$ cat src/rtl/core/bmaf_pkg.sv
// Shared types and constants for the banded moving-average filter.
// Used by bmaf_update and banded_moving_average_filter; no dependencies.
package bmaf_pkg;

    // Window length in samples. It must be a power of two between 2 and 256,
    // because the divide is done as a rounding-corrected arithmetic shift.
    localparam int WINDOW     = 16;
    localparam int IDX_W      = $clog2(WINDOW);
    localparam int WIN_SHIFT  = $clog2(WINDOW);

    // Sample and average width in millivolts, and the saturation limit.
    localparam int MV_W       = 12;
    localparam int TDATA_W    = 16;
    localparam int CFG_IDX_W  = 3;
    localparam logic [MV_W-1:0] MV_MAX = 12'd4095;

    // Configuration register indexes.
    localparam logic [CFG_IDX_W-1:0] REG_UPPER_BAND_LOW    = 3'd0;
    localparam logic [CFG_IDX_W-1:0] REG_UPPER_BAND_HIGH   = 3'd1;
    localparam logic [CFG_IDX_W-1:0] REG_LOWER_BAND_LOW    = 3'd2;
    localparam logic [CFG_IDX_W-1:0] REG_LOWER_BAND_HIGH   = 3'd3;
    localparam logic [CFG_IDX_W-1:0] REG_LOWER_CLAMP_VALUE = 3'd4;

    // Reset values of the configuration registers.
    localparam logic [MV_W-1:0] RST_UPPER_BAND_LOW    = 12'd2500;
    localparam logic [MV_W-1:0] RST_UPPER_BAND_HIGH   = 12'd2700;
    localparam logic [MV_W-1:0] RST_LOWER_BAND_LOW    = 12'd700;
    localparam logic [MV_W-1:0] RST_LOWER_BAND_HIGH   = 12'd1100;
    localparam logic [MV_W-1:0] RST_LOWER_CLAMP_VALUE = 12'd900;

    // Band settings handed to the update datapath.
    typedef struct packed {
        logic [MV_W-1:0] upper_band_low;
        logic [MV_W-1:0] upper_band_high;
        logic [MV_W-1:0] lower_band_low;
        logic [MV_W-1:0] lower_band_high;
        logic [MV_W-1:0] lower_clamp_value;
    } band_cfg_t;

endpackage

$ cat src/rtl/core/bmaf_update.sv
// Combinational average update: difference, divide by the window, saturate
// and band clamp. Depends on bmaf_pkg.
module bmaf_update (
    input  logic [bmaf_pkg::MV_W-1:0] sample_mv,
    input  logic [bmaf_pkg::MV_W-1:0] oldest_mv,
    input  logic [bmaf_pkg::MV_W-1:0] average_mv,
    input  bmaf_pkg::band_cfg_t       cfg,
    output logic [bmaf_pkg::MV_W-1:0] new_average_mv
);
    import bmaf_pkg::*;

    logic signed [MV_W:0]   diff;
    logic signed [MV_W:0]   biased;
    logic signed [MV_W:0]   quotient;
    logic signed [MV_W+1:0] sum;
    logic [MV_W-1:0]        sat;

    // Signed difference, divided by the window with truncation toward zero.
    always_comb
    begin
        diff     = $signed({1'b0, sample_mv}) - $signed({1'b0, oldest_mv});
        biased   = diff[MV_W] ? diff + $signed((MV_W+1)'(WINDOW - 1)) : diff;
        quotient = biased >>> WIN_SHIFT;
        sum      = $signed({2'b00, average_mv}) + $signed({quotient[MV_W], quotient});
    end

    // Saturate to the millivolt range.
    always_comb
    begin
        priority if (sum[MV_W+1])
            sat = '0;
        else if (sum[MV_W])
            sat = MV_MAX;
        else
            sat = sum[MV_W-1:0];
    end

    // Band clamp; the upper band is tested first.
    always_comb
    begin
        priority if (sat > cfg.upper_band_low && sat < cfg.upper_band_high)
            new_average_mv = cfg.upper_band_low;
        else if (sat < cfg.lower_band_high && sat > cfg.lower_band_low)
            new_average_mv = cfg.lower_clamp_value;
        else
            new_average_mv = sat;
    end

endmodule

$ cat src/rtl/core/banded_moving_average_filter.sv
// Banded moving-average filter top level: stream ports, sample window,
// configuration registers and output register. Depends on bmaf_pkg, bmaf_update.
// Each item passes through the input register and then the result register.
// Throughput: one sample per cycle while the output is not stalled; the update of the
// average from one item to the next is the combinational path through bmaf_update.
// Reset (rst_n, asynchronous, active low) clears the window, index and average,
// and loads the band registers with their default values. No clearing pass.
module banded_moving_average_filter (
    input  logic                              clk,
    input  logic                              rst_n,
    // Input stream; s_tdata: [11:0] sample_mv, [15:12] zero.
    input  logic                              s_tvalid,
    output logic                              s_tready,
    input  logic [bmaf_pkg::TDATA_W-1:0]      s_tdata,
    // Output stream; m_tdata: [11:0] average_mv, [15:12] zero.
    output logic                              m_tvalid,
    input  logic                              m_tready,
    output logic [bmaf_pkg::TDATA_W-1:0]      m_tdata,
    // Configuration write channel.
    input  logic                              cfg_valid,
    output logic                              cfg_ready,
    input  logic [bmaf_pkg::CFG_IDX_W-1:0]    cfg_index,
    input  logic [bmaf_pkg::MV_W-1:0]         cfg_data
);
    import bmaf_pkg::*;

    band_cfg_t              cfg_reg;
    logic [MV_W-1:0]        window_reg [WINDOW];
    logic [IDX_W-1:0]       wr_idx_reg;
    logic [IDX_W-1:0]       wr_idx_next;
    logic [MV_W-1:0]        avg_reg;
    logic [MV_W-1:0]        avg_next;
    logic                   in_valid_reg;
    logic [MV_W-1:0]        in_sample_reg;
    logic                   out_valid_reg;
    logic [MV_W-1:0]        out_data_reg;
    logic                   advance;
    logic                   s_accept;

    // The item in the input register moves on when the result register is free.
    assign advance   = in_valid_reg && (!out_valid_reg || m_tready);
    assign s_tready  = !in_valid_reg || advance;
    assign s_accept  = s_tvalid && s_tready;
    assign cfg_ready = 1'b1;
    assign m_tvalid  = out_valid_reg;
    assign m_tdata   = {{(TDATA_W - MV_W){1'b0}}, out_data_reg};

    // Configuration registers; writes beyond the list are ignored.
    always_ff @(posedge clk or negedge rst_n)
    begin
        if (!rst_n)
        begin
            cfg_reg.upper_band_low    <= RST_UPPER_BAND_LOW;
            cfg_reg.upper_band_high   <= RST_UPPER_BAND_HIGH;
            cfg_reg.lower_band_low    <= RST_LOWER_BAND_LOW;
            cfg_reg.lower_band_high   <= RST_LOWER_BAND_HIGH;
            cfg_reg.lower_clamp_value <= RST_LOWER_CLAMP_VALUE;
        end
        else if (cfg_valid)
        begin
            unique case (cfg_index)
                REG_UPPER_BAND_LOW:    cfg_reg.upper_band_low    <= cfg_data;
                REG_UPPER_BAND_HIGH:   cfg_reg.upper_band_high   <= cfg_data;
                REG_LOWER_BAND_LOW:    cfg_reg.lower_band_low    <= cfg_data;
                REG_LOWER_BAND_HIGH:   cfg_reg.lower_band_high   <= cfg_data;
                REG_LOWER_CLAMP_VALUE: cfg_reg.lower_clamp_value <= cfg_data;
                default:               ;
            endcase
        end
    end

    // Input register.
    always_ff @(posedge clk or negedge rst_n)
    begin
        if (!rst_n)
        begin
            in_valid_reg <= 1'b0;
        end
        else if (s_tready)
        begin
            in_valid_reg <= s_tvalid;
        end
    end

    always_ff @(posedge clk)
    begin
        if (s_accept)
        begin
            in_sample_reg <= s_tdata[MV_W-1:0];
        end
    end

    // Average update for the item in the input register.
    bmaf_update u_update (
        .sample_mv      (in_sample_reg),
        .oldest_mv      (window_reg[wr_idx_reg]),
        .average_mv     (avg_reg),
        .cfg            (cfg_reg),
        .new_average_mv (avg_next)
    );

    assign wr_idx_next = (wr_idx_reg == IDX_W'(WINDOW - 1)) ? '0 : wr_idx_reg + 1'b1;

    // Window, write index and running average.
    always_ff @(posedge clk or negedge rst_n)
    begin
        if (!rst_n)
        begin
            for (int i = 0; i < WINDOW; i++)
            begin
                window_reg[i] <= '0;
            end
            wr_idx_reg <= '0;
            avg_reg    <= '0;
        end
        else if (advance)
        begin
            window_reg[wr_idx_reg] <= in_sample_reg;
            wr_idx_reg             <= wr_idx_next;
            avg_reg                <= avg_next;
        end
    end

    // Result register.
    always_ff @(posedge clk or negedge rst_n)
    begin
        if (!rst_n)
        begin
            out_valid_reg <= 1'b0;
        end
        else if (advance)
        begin
            out_valid_reg <= 1'b1;
        end
        else if (m_tready)
        begin
            out_valid_reg <= 1'b0;
        end
    end

    always_ff @(posedge clk)
    begin
        if (advance)
        begin
            out_data_reg <= avg_next;
        end
    end

    // The write index wraps at the end of the window.
    assert property (@(posedge clk) disable iff (!rst_n)
        advance && wr_idx_reg == IDX_W'(WINDOW - 1) |=> wr_idx_reg == '0)
        else $error("write index did not wrap");

    // A fresh result matches the stored running average.
    assert property (@(posedge clk) disable iff (!rst_n)
        advance |=> m_tvalid && m_tdata[MV_W-1:0] == avg_reg)
        else $error("result differs from stored average");

    // The input side only stalls when both stages hold an item and the output waits.
    assert property (@(posedge clk) disable iff (!rst_n)
        !s_tready |-> in_valid_reg && out_valid_reg && !m_tready)
        else $error("input stalled without a full pipeline");

    // Write index and average change only when an item is processed.
    assert property (@(posedge clk) disable iff (!rst_n)
        !advance |=> $stable(avg_reg) && $stable(wr_idx_reg))
        else $error("state changed without an item");

endmodule

$ cat config.mk
export PLATFORM = sky130hd
export DESIGN_NAME = banded_moving_average_filter
export DESIGN_NICKNAME = d
export VERILOG_FILES = /design/src/rtl/core/bmaf_pkg.sv /design/src/rtl/core/bmaf_update.sv /design/src/rtl/core/banded_moving_average_filter.sv
export SDC_FILE = /design/constraint.sdc
export NUM_CORES = 1
export LEC_CHECK = 0
export BUFFER_PORTS_ARGS = -buffer_cell sky130_fd_sc_hd__buf_2
export CAP_MARGIN = 20
export CORE_ASPECT_RATIO = 2
export CORE_MARGIN = 2
export CORE_UTILIZATION = 45
export DETAILED_ROUTE_END_ITERATION = 16
export GPL_ROUTABILITY_DRIVEN = 0
export PLACE_DENSITY = 0.64
export SETUP_SLACK_MARGIN = 0.4
export SLEW_MARGIN = 20
export SYNTH_ARGS = -nofsm -noshare
export SYNTH_HDL_FRONTEND = slang
export SYNTH_HIERARCHICAL = 1
export SYNTH_SLANG_ARGS = --single-unit
export TNS_END_PERCENT = 30
$ cat constraint.sdc
create_clock -name clk -period 26.1 [get_ports clk]
set_input_delay 2.61 -clock clk [delete_from_list [all_inputs] [get_ports clk]]
set_output_delay 2.61 -clock clk [all_outputs]
set_load 0.1 [all_outputs]
==> impl_results.md <==
* Outcome: complete, no violations
* Max-slew violations at 0
* Top post-synthesis cells by count: mux2_2 (255), dfrtp_1 (246), ha_1 (76)
* CP required at ~27 ns
* Worst path most repeated cell: a211oi_1
* Critical R2R Capture: avg_reg[6]
* Worst r2r path cells at 33
* Yosys top cell area share at between 30% and 40%
* Largest net degree at the start of global routing at around 130
* Min-Delay Path Class: register to register
* FMAX at 87.6 MHz
* Top_reg_cell synth: dfrtp_1
* Worst-skew pair later-pin latency at approximately 0.55 ns
* # port buffers at 45
* Startpoint Class: register
* Yosys cell types at 75
* WHS Path Cells at 1
* Starting DRT DRC Count at approximately 360
* Tmin final at about 11 ns
* DIE WIDTH at ~140 µm
* Clk root buf: clkbuf_16
* Unrepaired setup endpoints after global routing: false
* Worst slew margin at 33.7%
* Layout overhead on the synthesized area at 9.34%
* Top Ports at 55
* Clock buffer depth at 3
* Final HPWL DP at 26.6 mm
* Gr usage total at 20.6%
* H-tree depth at 1
* Post-CTS sizing at 0
* Max reg flops at about 190
* Antenna viol nets, final at 0
* Hold Crit Endpoint: window_reg[165]
* Crit path DAT at 11.85 ns
* Core Footprint at around 0.034 mm²
* Synth area leaders: dfrtp_1 (39%), mux2_2 (18%), mux4_2 (6.9%)
* DRT Pass-1 Iters at 5
* Total clock sinks at ~300
* Yosys reg bits at 294
* Setup TNS at 0 ns
* Mean routed wirelength per cell at ~22 µm
* Fill count at between 3000 and 4000
* WL final at 36.5 mm
* TritonCTS clock tree: yes
* FP Rows at between 90 and 100
* WP buf/inv at 1
* Number of buffers created by CTS at 27
* Area of the multi-input gates at 0.00754 mm²
* Slew of the pin with the lowest slew margin at about 0.99 ns
* Worst path top cell family by delay: compound AO/OA/AOI/OAI gates
* Via count at just under 10000
* Final hold violations at 0
* Cell with the most instances after synthesis: mux2_2
* Die area at around 0.036 mm²
* Final period util at roughly 44%
* Slowest CP cell: a211oi_1
* Sequential Area at ~0.0075 mm²
* Hold Startpoint: window_reg[165]
* Vias in the first global route at 10467
* Final setup viols at 0
* Starting density of the core at 45.6%
* Hold buffers post-CTS at 0
* Gate Count Post-Synth at approximately 1200
* CTS clk-pin slew, worst paths at roughly 0.060 ns
* Post-synth ARST share at between 90 and 100%
* Syn. warnings at 6
* Syn_area_per_cell at around 13 µm²
* FF-to-FF Start: wr_idx_reg[0]
* CP endpoint kind: register
* Via density per instance at between 5 and 6
* # Max-Cap Violations at 0
* CP peak stage delay at between 0.7 and 0.8 ns
* Mapped Area at around 0.016 mm²
* Layout cells sized above 1 at 37.4%
* Final Net Count at 1342
* Sequential fraction of the synthesis area at a little under half
* Worst Skew at 0.0116 ns
* N_diodes at 0
* First-pass GRT wire length at 56.9 mm
* Synth area leader: dfrtp_1
* Initial antenna violation count at 0
* Post-CTS setup buffers at 0
* Gr ovfl total at 0
* Die height at between 200 and 300 µm
* Drc violations at 0
* Number of synthesized flops with an enable pin at 24
* Critical-path maximum fanout at 38
* WS Path Type: register to register
* Reg-to-reg setup timing slack at around 15 ns
## cells by family (layout without fill, tap and decap cells)
kind of cell | count (synthesis) | after routing | synth area share (%)
multiplexers | 315 | 315 | 26.3
flip-flops | 294 | 294 | 48.0
AND/OR/NAND/NOR | 191 | 191 | 6.81
AO/OA/AOI/OAI | 157 | 157 | 6.98
buffers and inverters | 142 | 183 | 4.12
adder cells (fa/ha/maj) | 78 | 78 | 6.33
XOR/XNOR | 25 | 25 | 1.40
other | 2 | 5 | 0.0480
## cell type report
cell class              instances  area share (%)
multi-input cells             771            44.0
clock inverters                 7           0.541
clock buffers                  42            4.57
flip-flops and latches        294            43.9
repair buffers                 63            2.16
inverters                      71            1.56
well taps                     441            3.22
## worst max path at each step
| stage | end | depth (start not counted) | startpoint | slack, ns |
|---|---|---|---|---|
| after global routing | avg_reg[4] | 34 | wr_idx_reg[0] | 14.18 |
| after detailed placement | avg_reg[6] | 33 | wr_idx_reg[0] | 14.79 |
| after CTS | avg_reg[6] | 33 | wr_idx_reg[0] | 14.72 |
| after floorplan | avg_reg[6] | 34 | wr_idx_reg[0] | 17.36 |
| after global placement | avg_reg[5] | 33 | wr_idx_reg[0] | 14.87 |
| final | avg_reg[6] | 33 | wr_idx_reg[0] | 14.68 |
## through the flow
step                      hold WS [ns]  instances  area, µm²  utilization, %  setup WS [ns]
after CTS                        0.502       1689      17100            49.8          14.72
after global routing             0.514       1689      17100            49.8          14.18
after detailed placement         0.487       1640      16200            47.3          14.79
final                            0.501       1689      17100            49.8          14.68
after floorplan                  0.471       1207      15700               -          17.36
after global placement           0.482       1640      16200            47.3          14.87
## per-layer routing
| metal | vias up | global-route usage (%) | wire length (µm) |
|---|---|---|---|
| met5 | - | 0 | 0 |
| met4 | 0 | 11.0 | 2060 |
| met1 | 4905 | 19.2 | 12200 |
| met3 | 85 | 2.40 | 1000 |
| li1 | 4455 | - | - |
| met2 | 173 | 42.0 | 21200 |
## cells in the final DEF, fill, tap and decap left out, types with 27 or more instances in the layout
master	synthesis	routed
mux2_2	255	255
dfrtp_1	246	244
ha_1	76	76
inv_1	71	71
mux4_2	48	48
nand2_1	44	44
buf_2	26	44
nor2_1	35	35
clkbuf_16	0	27
Power is not shown: default switching activity piles up to over one toggle a cycle in this logic, so the estimate is an artifact.
